## src/deq_pkg.sv

```systemverilog
// types and codes shared by the double-ended queue modules
package deq_pkg;

	typedef enum logic [2:0] {
		OP_PUSH_FRONT = 3'd0,
		OP_PUSH_REAR  = 3'd1,
		OP_POP_FRONT  = 3'd2,
		OP_POP_REAR   = 3'd3,
		OP_DUMP       = 3'd4
	} op_t;

	typedef enum logic [1:0] {
		ST_OK        = 2'd0,
		ST_UNDERFLOW = 2'd1,
		ST_OVERFLOW  = 2'd2
	} status_t;

	typedef struct packed {
		logic [2:0]         command;
		logic signed [31:0] value;
	} cmd_beat_t;

	typedef struct packed {
		logic [1:0]         status;
		logic               has_element;
		logic signed [31:0] element;
		logic               last;
		logic [6:0]         occupancy;
	} rsp_beat_t;

	// controller to datapath
	typedef struct packed {
		logic    load_simple;
		status_t status;
		logic    push_front;
		logic    push_rear;
		logic    pop_front;
		logic    pop_rear;
		logic    start_dump;
		logic    rd_issue;
		logic    s1_move;
	} dp_cmd_t;

	// datapath to controller
	typedef struct packed {
		logic full;
		logic empty;
		logic out_valid;
		logic s1_valid;
		logic s1_last;
		logic rd_left_zero;
	} dp_stat_t;

endpackage

```

## src/double_ended_queue.sv

```systemverilog
// Bounded double-ended queue of signed 32-bit values, CAPACITY entries.
// Command channel: cmd_valid / cmd_stall / cmd carries one command per beat
// (push front, push rear, pop front, pop rear, dump) and a value to push.
// Response channel: rsp_valid / rsp_stall / rsp carries status, the dumped
// element with its has_element flag, a last marker and the occupancy.
// Push, pop and unused codes give one response, in the cycle after the
// command beat; they are taken back to back, one per cycle, while rsp_stall
// is low. A dump of N stored entries gives N responses, front to rear, via
// the read stage and the output register, one per cycle while rsp_stall is
// low; the single read port of the entry store paces this, and no command
// is taken until the final dump response has entered the output register.
// A dump of an empty store gives one response with last set.
// Reset empties the queue (head and count cleared); store contents are not
// cleared and need no clearing pass, as only written slots are read.
// While rsp_stall is high the response register holds, and cmd_stall rises
// once it is full, so nothing is lost or repeated.
module double_ended_queue import deq_pkg::*; #(
	parameter int CAPACITY = 64
) (
	input  logic      clk,
	input  logic      arst_n,
	input  logic      cmd_valid,
	output logic      cmd_stall,
	input  cmd_beat_t cmd,
	output logic      rsp_valid,
	input  logic      rsp_stall,
	output rsp_beat_t rsp
);

	dp_cmd_t  ctl;
	dp_stat_t stat;

	deq_ctrl u_ctrl (
		.clk       (clk),
		.arst_n    (arst_n),
		.cmd_valid (cmd_valid),
		.command   (cmd.command),
		.rsp_stall (rsp_stall),
		.stat      (stat),
		.cmd_stall (cmd_stall),
		.ctl       (ctl)
	);

	deq_dp #(
		.CAPACITY (CAPACITY)
	) u_dp (
		.clk       (clk),
		.arst_n    (arst_n),
		.value     (cmd.value),
		.rsp_stall (rsp_stall),
		.ctl       (ctl),
		.stat      (stat),
		.rsp_valid (rsp_valid),
		.rsp       (rsp)
	);

endmodule

```

## src/deq_ctrl.sv

```systemverilog
// controller: command decode and dump sequencing
module deq_ctrl import deq_pkg::*; (
	input  logic      clk,
	input  logic      arst_n,
	input  logic      cmd_valid,
	input  logic [2:0] command,
	input  logic      rsp_stall,
	input  dp_stat_t  stat,
	output logic      cmd_stall,
	output dp_cmd_t   ctl
);

	typedef enum logic [1:0] {
		S_IDLE = 2'b01,
		S_DUMP = 2'b10
	} state_t;

	state_t state_q, state_d;
	logic   can_load;
	logic   accept;

	// output register free now or emptied this cycle
	assign can_load = !stat.out_valid || !rsp_stall;

	always_comb begin
		state_d = state_q;
		ctl = '0;
		ctl.status = ST_OK;
		accept = 1'b0;
		cmd_stall = 1'b1;
		case (state_q)
			S_IDLE: begin
				cmd_stall = !can_load;
				accept = cmd_valid && can_load;
				if (accept) begin
					case (command)
						OP_PUSH_FRONT, OP_PUSH_REAR: begin
							ctl.load_simple = 1'b1;
							if (stat.full) begin
								ctl.status = ST_OVERFLOW;
							end else if (command == OP_PUSH_FRONT) begin
								ctl.push_front = 1'b1;
							end else begin
								ctl.push_rear = 1'b1;
							end
						end
						OP_POP_FRONT, OP_POP_REAR: begin
							ctl.load_simple = 1'b1;
							if (stat.empty) begin
								ctl.status = ST_UNDERFLOW;
							end else if (command == OP_POP_FRONT) begin
								ctl.pop_front = 1'b1;
							end else begin
								ctl.pop_rear = 1'b1;
							end
						end
						OP_DUMP: begin
							if (stat.empty) begin
								ctl.load_simple = 1'b1;
							end else begin
								ctl.start_dump = 1'b1;
								state_d = S_DUMP;
							end
						end
						default: begin
							ctl.load_simple = 1'b1;
						end
					endcase
				end
			end
			S_DUMP: begin
				ctl.s1_move = stat.s1_valid && can_load;
				ctl.rd_issue = !stat.rd_left_zero && (!stat.s1_valid || ctl.s1_move);
				if (ctl.s1_move && stat.s1_last) begin
					state_d = S_IDLE;
				end
			end
			default: begin
				state_d = S_IDLE;
			end
		endcase
	end

	always_ff @(posedge clk or negedge arst_n) begin
		if (!arst_n) begin
			state_q <= S_IDLE;
		end else begin
			state_q <= state_d;
		end
	end

endmodule

```

## src/deq_dp.sv

```systemverilog
// datapath: circular store, head and count, dump read stage, output register
module deq_dp import deq_pkg::*; #(
	parameter int CAPACITY = 64
) (
	input  logic               clk,
	input  logic               arst_n,
	input  logic signed [31:0] value,
	input  logic               rsp_stall,
	input  dp_cmd_t            ctl,
	output dp_stat_t           stat,
	output logic               rsp_valid,
	output rsp_beat_t          rsp
);

	localparam int IDX_W = $clog2(CAPACITY);
	localparam int CNT_W = $clog2(CAPACITY + 1);
	localparam int SUM_W = IDX_W + 1;
	localparam logic [IDX_W-1:0] LAST_IDX = IDX_W'(CAPACITY - 1);
	localparam logic [SUM_W-1:0] CAP_S = SUM_W'(CAPACITY);
	localparam logic [CNT_W-1:0] CAP_C = CNT_W'(CAPACITY);

	logic signed [31:0] mem [CAPACITY];

	logic [IDX_W-1:0]   head_q;
	logic [CNT_W-1:0]   count_q;
	logic [CNT_W-1:0]   count_d;
	logic [IDX_W-1:0]   rd_ptr_q;
	logic [CNT_W-1:0]   rd_left_q;
	logic signed [31:0] rd_data_s1;
	logic               valid_s1;
	logic               last_s1;
	logic               out_valid_q;
	rsp_beat_t          out_q;

	logic [IDX_W-1:0] head_dec;
	logic [IDX_W-1:0] head_inc;
	logic [IDX_W-1:0] rd_ptr_inc;
	logic [SUM_W-1:0] rear_sum;
	logic [IDX_W-1:0] rear_idx;
	logic             wr_en;
	logic [IDX_W-1:0] wr_addr;

	assign head_dec   = (head_q == '0) ? LAST_IDX : head_q - 1'b1;
	assign head_inc   = (head_q == LAST_IDX) ? '0 : head_q + 1'b1;
	assign rd_ptr_inc = (rd_ptr_q == LAST_IDX) ? '0 : rd_ptr_q + 1'b1;

	// slot one past the rear, wrapped; the sum stays below twice the capacity
	assign rear_sum = SUM_W'(head_q) + SUM_W'(count_q);
	always_comb begin
		if (rear_sum >= CAP_S) begin
			rear_idx = IDX_W'(rear_sum - CAP_S);
		end else begin
			rear_idx = IDX_W'(rear_sum);
		end
	end

	assign wr_en   = ctl.push_front || ctl.push_rear;
	assign wr_addr = ctl.push_front ? head_dec : rear_idx;

	always_comb begin
		count_d = count_q;
		if (wr_en) begin
			count_d = count_q + 1'b1;
		end else if (ctl.pop_front || ctl.pop_rear) begin
			count_d = count_q - 1'b1;
		end
	end

	always_ff @(posedge clk) begin
		if (wr_en) begin
			mem[wr_addr] <= value;
		end
		if (ctl.rd_issue) begin
			rd_data_s1 <= mem[rd_ptr_q];
		end
	end

	always_ff @(posedge clk or negedge arst_n) begin
		if (!arst_n) begin
			head_q    <= '0;
			count_q   <= '0;
			rd_ptr_q  <= '0;
			rd_left_q <= '0;
			valid_s1  <= 1'b0;
			last_s1   <= 1'b0;
		end else begin
			count_q <= count_d;
			if (ctl.push_front) begin
				head_q <= head_dec;
			end else if (ctl.pop_front) begin
				head_q <= head_inc;
			end
			if (ctl.start_dump) begin
				rd_ptr_q  <= head_q;
				rd_left_q <= count_q;
			end else if (ctl.rd_issue) begin
				rd_ptr_q  <= rd_ptr_inc;
				rd_left_q <= rd_left_q - 1'b1;
			end
			if (ctl.rd_issue) begin
				valid_s1 <= 1'b1;
				last_s1  <= (rd_left_q == CNT_W'(1));
			end else if (ctl.s1_move) begin
				valid_s1 <= 1'b0;
			end
		end
	end

	// result register
	always_ff @(posedge clk or negedge arst_n) begin
		if (!arst_n) begin
			out_valid_q <= 1'b0;
		end else if (ctl.load_simple || ctl.s1_move) begin
			out_valid_q <= 1'b1;
		end else if (!rsp_stall) begin
			out_valid_q <= 1'b0;
		end
	end

	always_ff @(posedge clk) begin
		if (ctl.load_simple) begin
			out_q.status      <= ctl.status;
			out_q.has_element <= 1'b0;
			out_q.element     <= '0;
			out_q.last        <= 1'b1;
			out_q.occupancy   <= 7'(count_d);
		end else if (ctl.s1_move) begin
			out_q.status      <= ST_OK;
			out_q.has_element <= 1'b1;
			out_q.element     <= rd_data_s1;
			out_q.last        <= last_s1;
			out_q.occupancy   <= 7'(count_q);
		end
	end

	assign rsp_valid = out_valid_q;
	assign rsp       = out_q;

	assign stat.full         = (count_q == CAP_C);
	assign stat.empty        = (count_q == '0);
	assign stat.out_valid    = out_valid_q;
	assign stat.s1_valid     = valid_s1;
	assign stat.s1_last      = last_s1;
	assign stat.rd_left_zero = (rd_left_q == '0);

endmodule

```

## config.mk

```make
export PLATFORM = sky130hd
export DESIGN_NAME = double_ended_queue
export DESIGN_NICKNAME = d
export VERILOG_FILES = /design/src/deq_pkg.sv /design/src/double_ended_queue.sv /design/src/deq_ctrl.sv /design/src/deq_dp.sv
export SDC_FILE = /design/constraint.sdc
export NUM_CORES = 2
export LEC_CHECK = 0
export BUFFER_PORTS_ARGS = -buffer_cell sky130_fd_sc_hd__clkbuf_2
export CORE_MARGIN = 5
export CORE_UTILIZATION = 55
export CTS_CLUSTER_DIAMETER = 120
export DETAILED_ROUTE_END_ITERATION = 7
export PLACE_DENSITY = 0.74
export SLEW_MARGIN = 30
export SYNTH_ARGS = -nofsm -noshare
export SYNTH_HDL_FRONTEND = slang
export SYNTH_SLANG_ARGS = --single-unit
```

## constraint.sdc

```tcl
create_clock -name clk -period 4.2 [get_ports clk]
set_clock_uncertainty 0.2 [all_clocks]
set_input_delay 0.42 -clock clk [delete_from_list [all_inputs] [get_ports clk]]
set_output_delay 0.42 -clock clk [all_outputs]
set_load 0.03 [all_outputs]
```

Word level (Yosys, flattened, before mapping)
Memories as Yosys holds them, arrays and structs flattened. A register that Yosys moved wholly into a read port is not among the register bits. Index checks and enable logic that the tools add are counted.

Register bits after elaboration: 74. Latch bits: 0. Memory bits (writable): 2048. Bits in read-only memories: 0. Input bits: 39. Output and inout bits: 45. Word-level logic and storage cells: 108. Memories kept: 1.

$add $sub $neg: 8. Multiply operators: 0. Div/mod/pow operators: 0. Magnitude comparators: 1. Equality and inequality tests: 15. Shift operators: 0. Muxes and demuxes: 45. Bitwise operators: 0. Reductions and logical operators: 25.

Memories: u_dp.mem (depth 64, bits a word 32, read ports 1, clocked after Yosys merged registers in 1, write ports 1, RTL line deq_dp.sv:22) `logic signed [31:0] mem [CAPACITY];`.

Operator list (count): two-way mux 43 bit (2); two-way mux 6 bit (9); two-way mux 7 bit (4); two-way mux 2 bit (10); two-way mux 1 bit (16); two-way mux 8 bit (2); logical NOT 7 bit (2); subtractor 7 x 1 -> 7 bit (second input constant) (2); adder 6 x 1 -> 6 bit (second input constant) (2); == test 6 bit (second input constant) (2); subtractor 6 x 1 -> 6 bit (second input constant) (2); case mux 2 bit (2 select lines) (2); nonzero test 2 bit (4); adder 6 x 7 -> 7 bit (1); adder 7 x 1 -> 7 bit (second input constant) (1); == test 7 x 1 -> 1 bit (second input constant) (1); == test 7 bit (second input constant) (1); greater-or-equal comparator 7 bit (second input constant) (1); == test 3 x 2 -> 1 bit (second input constant) (2); logical NOT 6 bit (1); inequality test 2 x 1 -> 1 bit (second input constant) (3); logical NOT 1 bit (5); logical OR 1 bit (5); logical AND 1 bit (4); other kinds (8) (10).

Logic depth before layout (Yosys ltp)
Word-level depth: 10. Gate-level depth with buffers: 11. Mapped depth without buffers: 9.

By module
A second synthesis with hierarchy kept.

Cells, all modules: 3749. Area total of the unflattened synthesis: 82584.2 um2.

By module, submodules not included: deq_dp (instances 1, cells an instance 3723, area an instance 82356.5 um2, sequential area each 64136.5 um2); deq_ctrl (instances 1, cells an instance 26, area an instance 227.7 um2, sequential area each 51.3 um2).

Least setup slack after synthesis
No wires, ideal clock.

Kind: reg2reg. From: reg u_dp.head_q[1]. To: mem u_dp.mem[16][0], enable pin. Library setup time: 421 ps. Arrival time: 3599 ps. Data required time: 3579 ps. Path slack: -21 ps. Stages on the path, launching flop included: 10. Path buffers: 1. Period minus slack after synthesis: 4221 ps. Path through: dfrtp_1 clkbuf_1 inv_1 fa_1 nor2b_1 o21ai_0 nor3b_1 a2111oi_0 a22oi_1 nor2_1.

Longest elaborated chain between the ends: 4. Elaborated cells on any way between the ends: 8. Those cells by class: add/sub (3); order compare (1); mux (3); reduce/logical (1).

RTL lines: from (decl) (RTL line deq_dp.sv:24) `logic [IDX_W-1:0] head_q;`; from (signal assigned) (RTL line deq_dp.sv:91) `head_q <= head_inc;`; adder 6 x 7 -> 7 bit (RTL line deq_dp.sv:48) `assign rear_sum = SUM_W'(head_q) + SUM_W'(count_q);`; subtractor 6 x 1 -> 6 bit or greater-or-equal comparator 7 bit (tied branches) (RTL line deq_dp.sv:51, deq_dp.sv:50); two-way mux 6 bit (RTL line deq_dp.sv:50) `if (rear_sum >= CAP_S) begin`; two-way mux 6 bit (*) (RTL line deq_dp.sv:58) `assign wr_addr = ctl.push_front ? head_dec : rear_idx;`; to (decl) (RTL line deq_dp.sv:22).

Every way passes the cells marked *; elsewhere a longest branch is shown, timed or not.

Worst setup path in the final report
From: reg u_dp.count_q[0]. To: mem u_dp.mem[45][24], enable pin.

Longest elaborated chain between the ends: 8. Elaborated cells on any way between the ends: 13. Those cells by class: add/sub (2); order compare (1); eq/ne (1); mux (8); reduce/logical (1).

RTL lines: from (decl) (RTL line deq_dp.sv:25) `logic [CNT_W-1:0] count_q;`; from (signal assigned) (RTL line deq_dp.sv:87) `count_q <= count_d;`; parallel branches: the longest is 8 deep, another holds adder 6 x 7 -> 7 bit.

Several ways; the timed one is not identified.

==> run metrics <==
total number of nets in the final design=about 4,300; leakage dissipation=slightly above 30 nW; maximum operating frequency=~250 MHz; Post-Synthesis Net Count=3,915; later-pin clock latency in the skew report=0.86 ns; TritonRoute pass-1 iters=7; Design Area, Final=95,500 sq um; RSZ-0062 raised after global routing=false; count of port buffers added during placement=83; capturing element type of the critical path=flip-flop; Synth Instances=3,861; global route overflow=0; cell-by-cell listing of the critical path=ha_1, inv_1, fa_1, nor2b_1, o21ai_0, a21boi_0, or3_1, nand3_1, nor2_4, buf_4; shortest clock period the worst path allows after layout=roughly 4 ns; Worst R2R Start=u_dp.count_q[0]; largest net degree at the start of global routing=65; number of buffer and inverter instances along the worst setup path=2; fraction of final layout cells with drive strength greater than 1=28.3%; Via Count=42,100; Worst R2R Path Depth=10; total number of clock tree sinks=around 2,200; final period utilization=approximately 95%; area of the multi-input gates=18,300 sq um; final-report hold violation count=0; number of remaining DRC errors=0; class of the most critical setup path=flip-flop to flip-flop; Setup Viol. Count Final=0; Reg power frac=40.3%; signal arrival time at the worst endpoint=between 4 and 5 ns; per-instance average area after synthesis=21.5 sq um; worst slew slack as a fraction of its limit=21.0%; largest fanout on the critical path=22; width of the chip=approximately 400 um; highest ir drop seen on vdd=approximately 0.52 mV; area inside the core boundary=~150,000 sq um; number of flip-flops and latches in the synthesized netlist=2,154; power dissipated by switching net loads=0.0193 W; part of the power in the clock network=between 20% and 30%; last weighted congestion value of the routability-driven placer=~0.93; Min Hold Slack=0.0287 ns; number of standard-cell rows in the floorplan=about 140; Main synth FF type=edfxtp_1; final slew viol count=0; power density over cell area=645 nW/um^2; ys async rst share=under 10%; Tightest Hold Check Type=primary input to async pin; Internal Pwr Total=roughly 0.042 W; library cell contributing the largest single delay on the critical path=nor2_4; die span in y=between 300 and 400 um; YS warnings=0; Setup WS pre-CTS=0.197 ns; boundary pin count=84; Clock transition at path regs=0.06 ns; number of DRC markers after the initial detailed-route iteration=between 5,000 and 6,000; Worst Tran Pin Value=~1.2 ns; Post-DP Area=88,800 sq um; reg2reg end=u_dp.mem[45][24]; starting density of the core=55.4%; final worst-path setup slack=around 0.22 ns; Detail Route Antenna Nets=0; global-route wire length before repair=a little over 300 mm; WL/cell=~33 um; number of enable-type register cells in the synthesized netlist=around 2,100; post-synth cell types=~70; area of the mapped netlist=between 80,000 and 90,000 sq um; register area share after synthesis=between 70% and 80%; area growth from synthesis to layout=14.8%; Detailed Route WL=212 mm; clock tree from TritonCTS=yes; switch share=a little under a third; startpoint type of the worst setup path=flip-flop; outcome=finished, final reports clean; mean number of vias per cell=6.54; FF-to-FF setup slack=approximately 0.22 ns; maximum root-to-sink buffer count=3; biggest cell delay along the critical path=roughly 0.76 ns; DIE AREA=roughly 160,000 sq um; number of logic stages on the critical path including buffering=10; Clk Tree Root Cell=clkbuf_16; initial antenna violation count=9; relative contribution of combinational cells to total power=30.6%; hpwl dp=between 100 and 150 mm; vias in the first global route=roughly 42,000; CTS Buf Count=roughly 200; Filler Cell Count=about 9,700; CP required=around 4.5 ns; register area=64,200 sq um; number of H-tree branching levels=4; reported max-cap violation count=0; total routing usage reported by global routing=~27%; delay-heaviest family, CP=simple AND/OR/NAND/NOR gates
==> sequential cells by signal, summed over array words and instances (netlist names) <==
register	count
u_dp.rd_data_s1	32
u_dp.valid_s1	1
u_dp.head_q	6
u_dp.count_q	7
u_dp.rd_left_q	7
u_dp.mem	2048
u_dp.rd_ptr_q	6
u_dp.last_s1	1
u_dp.rsp	43
u_dp.rsp_valid	1
u_ctrl.state_q	2
==> synthesized netlist by cell type, types with 17 or more instances <==
cell	instances	share of area (%)
dfxtp_1	34	0.82
mux4_2	491	13
buf_2	51	0.31
buf_1	22	0.099
a2111oi_0	30	0.32
buf_6	34	0.46
a211oi_1	25	0.23
nand3_1	35	0.21
dfrtp_1	30	0.90
nand2_1	115	0.52
o22ai_1	57	0.43
edfxtp_1	2089	75
a22oi_1	17	0.15
o21ai_0	61	0.37
nor2_1	134	0.60
nor3_1	21	0.13
clkbuf_1	88	0.40
o221ai_1	25	0.26
mux2i_1	223	2.7
a21oi_1	70	0.42
==> per-stage QoR <==
step | total power (W) | setup TNS (ns) | utilization [%] | instances
global route | 0.0635 | 0 | 63.6 | 6433
global placement | 0.0434 | -0.0212 | 59.1 | 6043
detailed placement | 0.0438 | 0 | 59.2 | 6047
floorplan | 0.0361 | -9.22 | - | 3861
CTS | 0.0616 | 0 | 63.6 | 6433
finish | 0.0615 | 0 | 63.6 | 6435
==> final cells by class <==
type	count	share of cell area, %
clock inverters	115	1.24
flip-flops and latches	2154	67.2
repair buffers	392	4.02
diodes	2	0.00524
clock buffers	260	5.60
well taps	2016	2.64
multi-input cells	1479	19.2
inverters	17	0.0668
==> cells in the final DEF (no fill, tap or decap), types with 25 or more instances in the layout <==
cell type,Yosys,routed
clkinv_1,1,52
mux4_2,491,491
edfxtp_1,2089,2089
nor2_4,0,64
dfxtp_1,34,34
o22ai_1,57,57
a211oi_1,25,25
nand3_1,35,33
a21oi_1,70,70
nor2_1,134,69
buf_12,0,82
clkbuf_2,0,77
clkbuf_1,88,49
nand2_1,115,115
buf_4,16,214
o221ai_1,25,25
a2111oi_0,30,25
mux2i_1,223,223
o21ai_0,61,60
clkbuf_16,0,204
==> power by group through the flow <==
stage          combinational, W  clock [W]  sequential [W]
6_report                 0.0188     0.0179          0.0248
5_1_grt                  0.0196     0.0191          0.0248
4_1_cts                  0.0187     0.0181          0.0248
3_5_place_dp             0.0185          0          0.0252
3_3_place_gp             0.0182          0          0.0252
2_1_floorplan            0.0113          0          0.0248
==> worst max-delay path by stage <==
stage                     startpoint             endpoint
finish               u_dp.count_q[0]     u_dp.mem[45][24]
floorplan             u_dp.head_q[1]      u_dp.mem[16][0]
global route         u_dp.count_q[0]     u_dp.mem[45][15]
global placement    u_dp.rd_ptr_q[0]  u_dp.rd_data_s1[17]
detailed placement    u_dp.head_q[0]     u_dp.mem[45][21]
CTS                   u_dp.head_q[0]     u_dp.mem[45][21]
==> cell families after synthesis <==
| family | after synthesis | share of synthesized area (%) |
|---|---|---|
| flops | 2154 | 77.2 |
| mux | 721 | 16.1 |
| compound gates | 375 | 3.03 |
| simple gates | 354 | 1.86 |
| buf+inv | 228 | 1.48 |
| fa+ha+maj | 15 | 0.235 |
| xor+xnor | 14 | 0.147 |
==> metal layers <==
metal	up-vias	track usage (%)	wire [um]
li1	17000	-	-
met1	22000	37.5	79300
met2	2605	41.3	99500
met3	404	7.59	24300
met4	8	9.78	8400
met5	-	0.0308	113
==> what timing repair did <==
item | CTS | global route
setup endpoints to repair | 0 | 176
resized for setup | 0 | 1
endpoints found under the hold margin | 122 | 0
setup buffers | 0 | 0
hold buffers | 11 | 0
Power figures use the tool's default switching activity.
